--- config.mk ---
export PLATFORM = sky130hd
export DESIGN_NAME = csrmm_ram
export DESIGN_NICKNAME = d
export VERILOG_FILES = /design/src/rtl/csrmm_ram.sv
export SDC_FILE = /design/constraint.sdc
export NUM_CORES = 2
export LEC_CHECK = 0
export BUFFER_PORTS_ARGS = -buffer_cell sky130_fd_sc_hd__buf_2
export CORE_MARGIN = 2
export CORE_UTILIZATION = 35
export CTS_CLUSTER_DIAMETER = 150
export DETAILED_ROUTE_END_ITERATION = 8
export SLEW_MARGIN = 25
export SYNTH_ARGS = -nofsm -noshare
export SYNTH_HDL_FRONTEND = slang
export SYNTH_SLANG_ARGS = --single-unit
--- constraint.sdc ---
create_clock -name clk -period 4 [get_ports clk]
set_clock_uncertainty 0.05 [all_clocks]
set_input_delay 0.4 -clock clk [delete_from_list [all_inputs] [get_ports clk]]
set_output_delay 0.4 -clock clk [all_outputs]
set_load 0.02 [all_outputs]
--- src/rtl/csrmm_ram.sv ---
`timescale 1ns / 1ps
module csrmm_ram #(
  parameter int WIDTH = 32,
  parameter int DEPTH = 64,
  localparam int AW   = $clog2(DEPTH)
) (
  input  logic             clk,
  input  logic             we,
  input  logic [AW-1:0]    waddr,
  input  logic [WIDTH-1:0] wdata,
  input  logic             re,
  input  logic [AW-1:0]    raddr,
  output logic [WIDTH-1:0] rdata
);

  logic [WIDTH-1:0] mem [DEPTH];

  always_ff @(posedge clk) begin
    if (we) begin
      mem[waddr] <= wdata;
    end
    if (re) begin
      rdata <= mem[raddr];
    end
  end

endmodule

==> results.tsv <==
stage	metric	value	unit
drt	initial DRC count	4580	
logic_synthesis	Yosys cell types	33	
logic_synthesis	sequential element share of the synthesized area	79.23	%
clock_tree	PostCTS Resize Cnt	0	
timing	fin crit share	68.58	%
power_and_ir_drop	Pwr Total	45.16	mW
logic_synthesis	Post-Syn Instances	3324	
power_and_ir_drop	Flop pwr share	53.7	%
power_and_ir_drop	Leak	27.98	nW
placement	hpwl dp	115600	µm
clock_tree	clk buf depth	3	
floorplanning	CORE AREA	0.2245	mm²
drt	DR pass1 iterations	5	
setup_path	Startpoint Class	input port	
power_and_ir_drop	Int Power	35.67	mW
timing	Rel. slew slack	33.86	%
global_route	first-pass GRT wire length	292200	µm
timing	Slew @ Worst Pin	0.9920	ns
global_route	antenna violations before repair	19	
drt	Highest Signal Layer	met5	
drt	# DRC	0	
floorplanning	die height	478.6	µm
setup_path	Critical Path End Type	flip-flop	
clock_tree	Root Buffer	clkbuf_16	
drt	met3 WL	15330	µm
drt	Avg Vias per Cell	5.503	
drt	Routed Antenna Nets	0	
clock_tree	H-tree levels	4	
final_layout	fin util	40.55	%
floorplanning	Row Count	174	
clock_tree	Clock transition at path regs	0.06	ns
logic_synthesis	Mapped Area	0.07884	mm²
drt	WL met1	83410	µm
power_and_ir_drop	sw frac	21.01	%
clock_tree	number of CTS-inserted buffers	203	
global_route	Overall Global Routing Usage	17.90	%
placement	Port Buffers	78	
setup_path	CP max FO	31	
power_and_ir_drop	sw power	9.488	mW
floorplanning	Initial Utilization	35.12	%
timing	Max Slew Vio Count	0	
timing	RSZ-0062 raised after global routing	false	
drt	met2 routed WL	102700	µm
floorplanning	Die X	478.6	µm
clock_tree	Setup Buffers After CTS	0	
logic_synthesis	synth warn	0	
final_layout	area added between synthesis and finish	15.44	%
clock_tree	CTS tree	yes	
setup_path	CP required	4.50	ns
hold_path	Worst Hold Class	in -> reg	
logic_synthesis	#FFs+latches synth	2080	
drt	Routed WL	206900	µm
drt	vias after detailed routing	37250	
status	status	finished, final reports clean	
floorplanning	Die Area	0.2291	mm²
power_and_ir_drop	Peak supply drop	0.3906	mV
logic_synthesis	Synth Net Count	3371	
setup_path	crit path DAT	3.24	ns
global_route	largest net degree at the start of global routing	65	
logic_synthesis	syn avg cell area	23.72	µm²
timing	Final Hold Viols	0	
power_and_ir_drop	Clk pwr share	41.3	%
timing	fin crit period	2.743	ns
clock_tree	hold buffers post-CTS	3	
floorplanning	io pins	79	
timing	fmax	364.5	MHz
global_route	vias in the first global route	37900	
setup_path	WS Path Type	in -> reg	
final_layout	Final #Nets	3657	
drt	Wirelength per Cell	30.57	µm
global_route	global route overflow	0	
placement	GP Congestion	0.7715	
timing	worst hold margin	0.04811	ns
final_layout	layout cells sized above 1	30.51	%
power_and_ir_drop	power density over the cells	496.2	mW/mm²
timing	final number of setup-violating endpoints	0	
clock_tree	Clock Latency Late Sink	0.83	ns
timing	Setup TNS	0	ns
clock_tree	clk sink count	2080	
power_and_ir_drop	combinational fraction of design power	5.0	%
flow_run	maxcap violations	0	
[routing by layer]
metal | GRT usage (%) | up-vias
met4 | 5.126 | 8
met5 | 0 | -
li1 | - | 14890
met1 | 24.31 | 20460
met2 | 29.79 | 1585
met3 | 2.989 | 308
[state kept, by name, summed over array words and instances, names as in the netlist]
register,cells
mem,2048
rdata,32
[critical path, stage by stage]
cell,delay [ns]
buf_8,0.38
buf_4,0.44
mux4_2,0.55
mux2i_1,0.21
nor2_1,0.09
o32ai_1,0.77
buf_4,0.25
nor3_1,0.04
[kinds of logic (layout without fill, tap and decap cells)]
| family | Yosys count | count (layout) | share of synthesized area [%] |
|---|---|---|---|
| AND/OR/NAND/NOR | 223 | 223 | 1.260 |
| multiplexers | 637 | 637 | 16.72 |
| buffers and inverters | 182 | 630 | 1.124 |
| AO/OA/AOI/OAI | 202 | 202 | 1.666 |
| other | 0 | 5 | 0 |
| flip-flops | 2080 | 2080 | 79.23 |
[final timing paths]
check | startpoint | to | slack, ns | depth (start not counted)
max | raddr[0] | rdata[8] | 1.26 | 8
min reg2reg | mem[12][20] | rdata[20] | 0.80 | 4
min | wdata[4] | mem[1][4] | 0.05 | 1
max reg2reg | mem[39][8] | rdata[8] | 1.48 | 6
[cell usage in the layout, fill, tap and decap left out, types with 3 or more instances in the layout]
master	count
nand3_1	5
nand2b_1	7
buf_2	47
o221ai_1	27
nor2_4	62
or3b_2	3
clkinv_1	60
buf_12	41
mux4_2	544
nor3_1	5
inv_6	3
o32ai_1	4
diode_2	5
nand2_1	26
buf_8	3
or3_1	3
buf_4	168
clkinvlp_4	5
mux2i_1	93
clkinv_8	3
a22oi_1	12
dlygate4sd3_1	3
clkbuf_1	29
o22ai_1	84
and3_1	4
nor2_1	75
nor2b_1	15
bufinv_16	20
a21oi_1	62
clkbuf_16	206
clkinv_2	40
nand3b_1	5
a41o_1	4
edfxtp_1	2080
a311oi_1	8
[layout make-up]
cell class | count | area, µm²
clock inverter | 132 | 1159
multi-input combinational | 1062 | 15970
antenna | 5 | 12.51
sequential | 2080 | 62460
tap | 2992 | 3744
timing repair buffer | 263 | 2404
clock buffer | 235 | 5264
fill | 19320 | 133400
[power by group through the flow]
| stage | Sequential (mW) | Clock (mW) | Combinational [mW] |
|---|---|---|---|
| 2_1_floorplan | 24.7 | 0 | 1.17 |
| 3_3_place_gp | 24.7 | 0 | 2.23 |
| 3_5_place_dp | 24.7 | 0 | 2.26 |
| 4_1_cts | 24.3 | 18.9 | 2.27 |
| 5_1_grt | 24.3 | 19.8 | 2.38 |
| 6_report | 24.3 | 18.7 | 2.24 |
[synthesized netlist by cell type]
| library cell | number | area share (%) |
|---|---|---|
| nor2_1 | 137 | 0.65 |
| nand4_1 | 2 | 0.016 |
| or2_2 | 1 | 0.0079 |
| nor2b_1 | 15 | 0.12 |
| buf_6 | 5 | 0.071 |
| nand2_1 | 26 | 0.12 |
| and2_1 | 2 | 0.016 |
| a31oi_1 | 1 | 0.0079 |
| nand3b_1 | 5 | 0.048 |
| or3b_2 | 3 | 0.033 |
| mux2i_1 | 93 | 1.2 |
| a41o_1 | 4 | 0.051 |
| or3_1 | 3 | 0.024 |
| a311oi_1 | 8 | 0.089 |
| buf_2 | 57 | 0.36 |
| o32ai_1 | 4 | 0.044 |
| nand3_1 | 5 | 0.032 |
| or3b_1 | 2 | 0.022 |
| nand2b_1 | 8 | 0.063 |
| and3_1 | 4 | 0.032 |
| nor3_1 | 7 | 0.044 |
| clkbuf_1 | 74 | 0.35 |
| o221ai_1 | 27 | 0.30 |
| buf_1 | 21 | 0.10 |
| mux4_2 | 544 | 16 |
| nand4b_1 | 1 | 0.011 |
| or2_0 | 1 | 0.0079 |
| or2_1 | 1 | 0.0079 |
| buf_4 | 25 | 0.24 |
| a22oi_1 | 12 | 0.11 |
| edfxtp_1 | 2080 | 79 |
| o22ai_1 | 84 | 0.67 |
| a21oi_1 | 62 | 0.39 |
[through the flow]
step	instance area, µm²	instances	setup slack, ns
final	91010	6769	1.257
after global routing	91000	6767	1.170
after CTS	90950	6764	1.286
after detailed placement	84500	6394	0.4125
after global placement	84460	6393	0.3937
after floorplan	78840	3324	0.3902
Power figures use the tool's default switching activity.
