==> config.mk <==
export PLATFORM = sky130hd
export DESIGN_NAME = csrmm_mac
export DESIGN_NICKNAME = d
export VERILOG_FILES = /design/src/rtl/csrmm_pkg.sv /design/src/rtl/csrmm_mac.sv
export SDC_FILE = /design/constraint.sdc
export NUM_CORES = 2
export LEC_CHECK = 0
export BUFFER_PORTS_ARGS = -buffer_cell sky130_fd_sc_hd__buf_2
export CAP_MARGIN = 20
export CORE_MARGIN = 3
export CORE_UTILIZATION = 36
export CTS_CLUSTER_DIAMETER = 50
export DETAILED_ROUTE_END_ITERATION = 6
export HOLD_SLACK_MARGIN = 0.12
export PLACE_DENSITY_LB_ADDON = 0.25
export SLEW_MARGIN = 20
export SYNTH_ARGS = -nofsm -noshare
export SYNTH_HDL_FRONTEND = slang
export SYNTH_SLANG_ARGS = --single-unit
==> constraint.sdc <==
create_clock -name clk -period 9.7 [get_ports clk]
set_input_delay 0.97 -clock clk [delete_from_list [all_inputs] [get_ports clk]]
set_output_delay 0.97 -clock clk [all_outputs]
set_load 0.01 [all_outputs]
==> src/rtl/csrmm_pkg.sv <==
`timescale 1ns / 1ps
package csrmm_pkg;

  localparam int OP_W       = 2;
  localparam int POS_W      = 3;
  localparam int VAL_W      = 32;
  localparam int DIM_REG_W  = 4;
  localparam int CFG_IDX_W  = 2;
  localparam int ACC_W      = 64;
  localparam int FRAC_W     = 16;

  localparam int DEFAULT_MAX_DIM      = 8;
  localparam int DEFAULT_MAX_NONZEROS = 64;

  // results emitted per compute word are capped here
  localparam int RESULT_LIMIT = 64;
  localparam int RES_CNT_W    = $clog2(RESULT_LIMIT + 1);

  localparam logic [DIM_REG_W-1:0] DIM_RESET = 4'd8;

  // operation codes
  localparam logic [OP_W-1:0] OP_LOAD_A  = 2'd0;
  localparam logic [OP_W-1:0] OP_LOAD_B  = 2'd1;
  localparam logic [OP_W-1:0] OP_COMPUTE = 2'd2;

  // configuration register indexes
  localparam logic [CFG_IDX_W-1:0] REG_ROW_COUNT_A = 2'd0;
  localparam logic [CFG_IDX_W-1:0] REG_INNER_SIZE  = 2'd1;
  localparam logic [CFG_IDX_W-1:0] REG_COL_COUNT_B = 2'd2;

  typedef enum logic [3:0] {
    ST_IDLE,
    ST_A_ROW,
    ST_A_END,
    ST_C_START,
    ST_C_END,
    ST_C_NZ,
    ST_C_BRD,
    ST_C_MUL,
    ST_C_ACC,
    ST_C_EMIT
  } state_t;

  typedef struct packed {
    logic clr;
    logic mul_en;
    logic acc_en;
  } mac_ctl_t;

endpackage

==> src/rtl/csrmm_mac.sv <==
`timescale 1ns / 1ps
module csrmm_mac (
  input  logic                                clk,
  input  csrmm_pkg::mac_ctl_t                 ctl,
  input  logic signed [csrmm_pkg::VAL_W-1:0]  a,
  input  logic signed [csrmm_pkg::VAL_W-1:0]  b,
  output logic signed [csrmm_pkg::VAL_W-1:0]  sum,
  output logic                                sat
);

  localparam int VW = csrmm_pkg::VAL_W;
  localparam int AW = csrmm_pkg::ACC_W;

  logic signed [AW-1:0] a_ext;
  logic signed [AW-1:0] b_ext;
  logic signed [AW-1:0] prod;
  logic signed [AW-1:0] acc;
  logic                 hi_ones;
  logic                 hi_zeros;

  assign a_ext = {{(AW - VW){a[VW-1]}}, a};
  assign b_ext = {{(AW - VW){b[VW-1]}}, b};

  // product is registered before it reaches the adder
  always_ff @(posedge clk) begin
    if (ctl.mul_en) begin
      prod <= a_ext * b_ext;
    end
    if (ctl.clr) begin
      acc <= '0;
    end else if (ctl.acc_en) begin
      // arithmetic shift floors toward minus infinity
      acc <= acc + (prod >>> csrmm_pkg::FRAC_W);
    end
  end

  // upper bits must all match the sign for the sum to fit in 32 bits
  assign hi_ones  = &acc[AW-1:VW-1];
  assign hi_zeros = ~|acc[AW-1:VW-1];
  assign sat      = !(hi_ones || hi_zeros);

  always_comb begin
    if (!sat) begin
      sum = acc[VW-1:0];
    end else if (acc[AW-1]) begin
      sum = {1'b1, {(VW - 1){1'b0}}};
    end else begin
      sum = {1'b0, {(VW - 1){1'b1}}};
    end
  end

endmodule
==> results.yml <==
finish:
  nets: 6020
  fin_util: 0.3876
  final_cells: 6234
  syn_to_final_growth_pct: 6.173
  final_area_sq_um: 46010
  layout-drive-gt1-share: 0.05117
synthesis:
  yosysWarnings: 0
  synth_fp_nets: 6065
  synth_edf_count: 48
  synthArstFlopShare: 0
  synth_top_area_cell: "fa_1"
  yosys-top-cells-count: "fa_1 (1082), inv_1 (1005), nand2_1 (587)"
  yosysUniqueCellTypes: 79
  synth_seq_cells: 112
  synth_most_common_cell: "fa_1"
  synthCells: 4672
  synth_top_area_frac: 0.4999
  yosysSeqAreaShare: 0.06283
  synth_area_sq_um: 43330
  syn_avg_cell_area_sq_um: 9.275
  synthFlopType: "dfxtp_1"
  synth.area.top_cells: "fa_1 (50%), inv_1 (8.7%), and2_1 (7.1%), ha_1 (7.0%), nand2_1 (5.1%)"
global_routing:
  grt_pass1_vias: 33540
  busiest_layer: "met2"
  use_met2: 0.3261
  grt_max_degree: 68
  grt_pass1_wl_um: 201600
  met1_usage: 0.3116
  gr-total-overflow: 0
  antenna_found_initial: 5
  use_met3: 0.02634
  grtUsageTotal: 0.2085
critical_path:
  required_ns: 9.88
  start_kind: "primary input"
  criticalPathCategory: "primary input to register"
  endpoint_kind: "register"
  arrival_ns: 9.14
  cp_max_fo: 32
drt:
  vias: 30900
  drtPass1Iterations: 5
  drt_iter0_drc: 2201
  drt_wl_total_um: 127300
  drt-wirelength-per-cell_um: 20.43
  drtAntennaViolNets: 0
  remaining_drc_errors: 0
  viasPerCell: 4.956
cts:
  cts_buffers: 9
  post_cts_resize_count: 0
  cts_root_buf: "clkbuf_16"
  post_cts_buffers: 0
  cts.clk_slew.worst_paths_ns: 0.08
  cts_tree: "yes"
  clock_latency_ns: 0.37
  cts_buffer_depth: 2
  cts.sinks: 112
  htree_levels: 3
  cts_hold_buf: 0
floorplanning:
  die_area_sq_um: 124600
  rows: 126
  die_y_um: 352.9
  core_area_sq_um: 118700
  io_pins: 101
  start_util: 0.3650
  die_x_um: 352.9
placed_design:
  io_buffers: 100
  dpl_cell_area_sq_um: 45680
  routabilityCongestion: 0.8959
  dp_hpwl_um: 104100
  dp.cells: 6216
timing:
  fmax_mhz: 111.5
  rsz0062_at_grt: "false"
  final_hold_viol_count: 0
  fin_skew_ns: 0.01614
  period_minus_slack_ns: 8.966
  setup_violations: 0
  fin_crit_sh: 0.9243
  fin_tns_setup_ns: 0
  max_slew_margin: 0.3226
  slew_viol_final: 0
  tightest_slew_ns: 1.016
run_status:
  status: "completed"
job:
  max_cap_violations: 0
min_path:
  hold_class: "register to register"
## stage by stage
stage,worst slack (ns),hold slack (ns)
floorplan,1.161,0.4583
global placement,0.4490,0.4914
detailed placement,0.3396,0.4928
CTS,0.7310,0.5053
global route,0.2836,0.5157
finish,0.7340,0.5026
## cell families after synthesis
| group | share of synthesized area |
|---|---|
| compound gates | 0.06728 |
| xor+xnor | 0.02142 |
| fa+ha+maj | 0.5700 |
| buf+inv | 0.1090 |
| flops | 0.06283 |
| mux | 0.009124 |
| simple gates | 0.1604 |
## final timing paths
check / startpoint / endpoint / slack (ns) / depth (start not counted)
setup / recovery: b[10] / prod[62]$_DFFE_PP_ / 0.73 / 23
hold reg to reg: acc[61]$_SDFFE_PP0P_ / acc[61]$_SDFFE_PP0P_ / 0.50 / 2
setup reg to reg: acc[0]$_SDFFE_PP0P_ / acc[60]$_SDFFE_PP0P_ / 5.75 / 13
hold / removal: acc[61]$_SDFFE_PP0P_ / acc[61]$_SDFFE_PP0P_ / 0.50 / 2
## flip-flops by register name (all words and copies together) (netlist names)
register  flops
acc          64
prod         48
## area by class of cell
cell class	count	area (sq um)
multi-input combinational	3304	35900
timing repair buffer	194	1284
fill	12000	72700
sequential	112	2723
antenna	2	5.005
tap	1600	2002
inverter	1006	3776
clock buffer	10	229.0
clock inverter	6	95.09
## per-layer routing
layer,wire length (um),up-vias
li1,-,13890
met2,56320,864
met4,2155,2
met3,7964,94
met1,60890,16050
met5,11,-
## critical path, cell delays in order
cell and delay [ns]:
buf_2 0.52, nand2_1 0.14, fa_1 0.80, fa_1 0.70, fa_1 0.99, inv_1 0.25
fa_1 0.51, fa_1 0.53, fa_1 0.50, inv_1 0.05, fa_1 0.47, inv_1 0.06
fa_1 0.45, ha_1 0.38, nand2_1 0.09, nor2_1 0.17, nand2_1 0.11, or3_1 0.35
o32ai_1 0.22, o31ai_1 0.14, a21oi_1 0.33, nor2_1 0.12, o311ai_1 0.27
## placed cells by master (no fill, tap or decap), drive strengths merged, types with 35 or more instances in the layout
| master | count |
|---|---|
| edfxtp | 48 |
| buf | 194 |
| nor2 | 135 |
| a21o | 96 |
| xor2 | 35 |
| xnor2 | 71 |
| and2 | 491 |
| fa | 1082 |
| ha | 243 |
| dfxtp | 64 |
| inv | 1010 |
| o21ai | 61 |
| a21oi | 120 |
| nand2 | 587 |
| nand4 | 37 |
| mux2i | 35 |
Power is not shown: default switching activity piles up to over one toggle a cycle in this logic, so the estimate is an artifact.
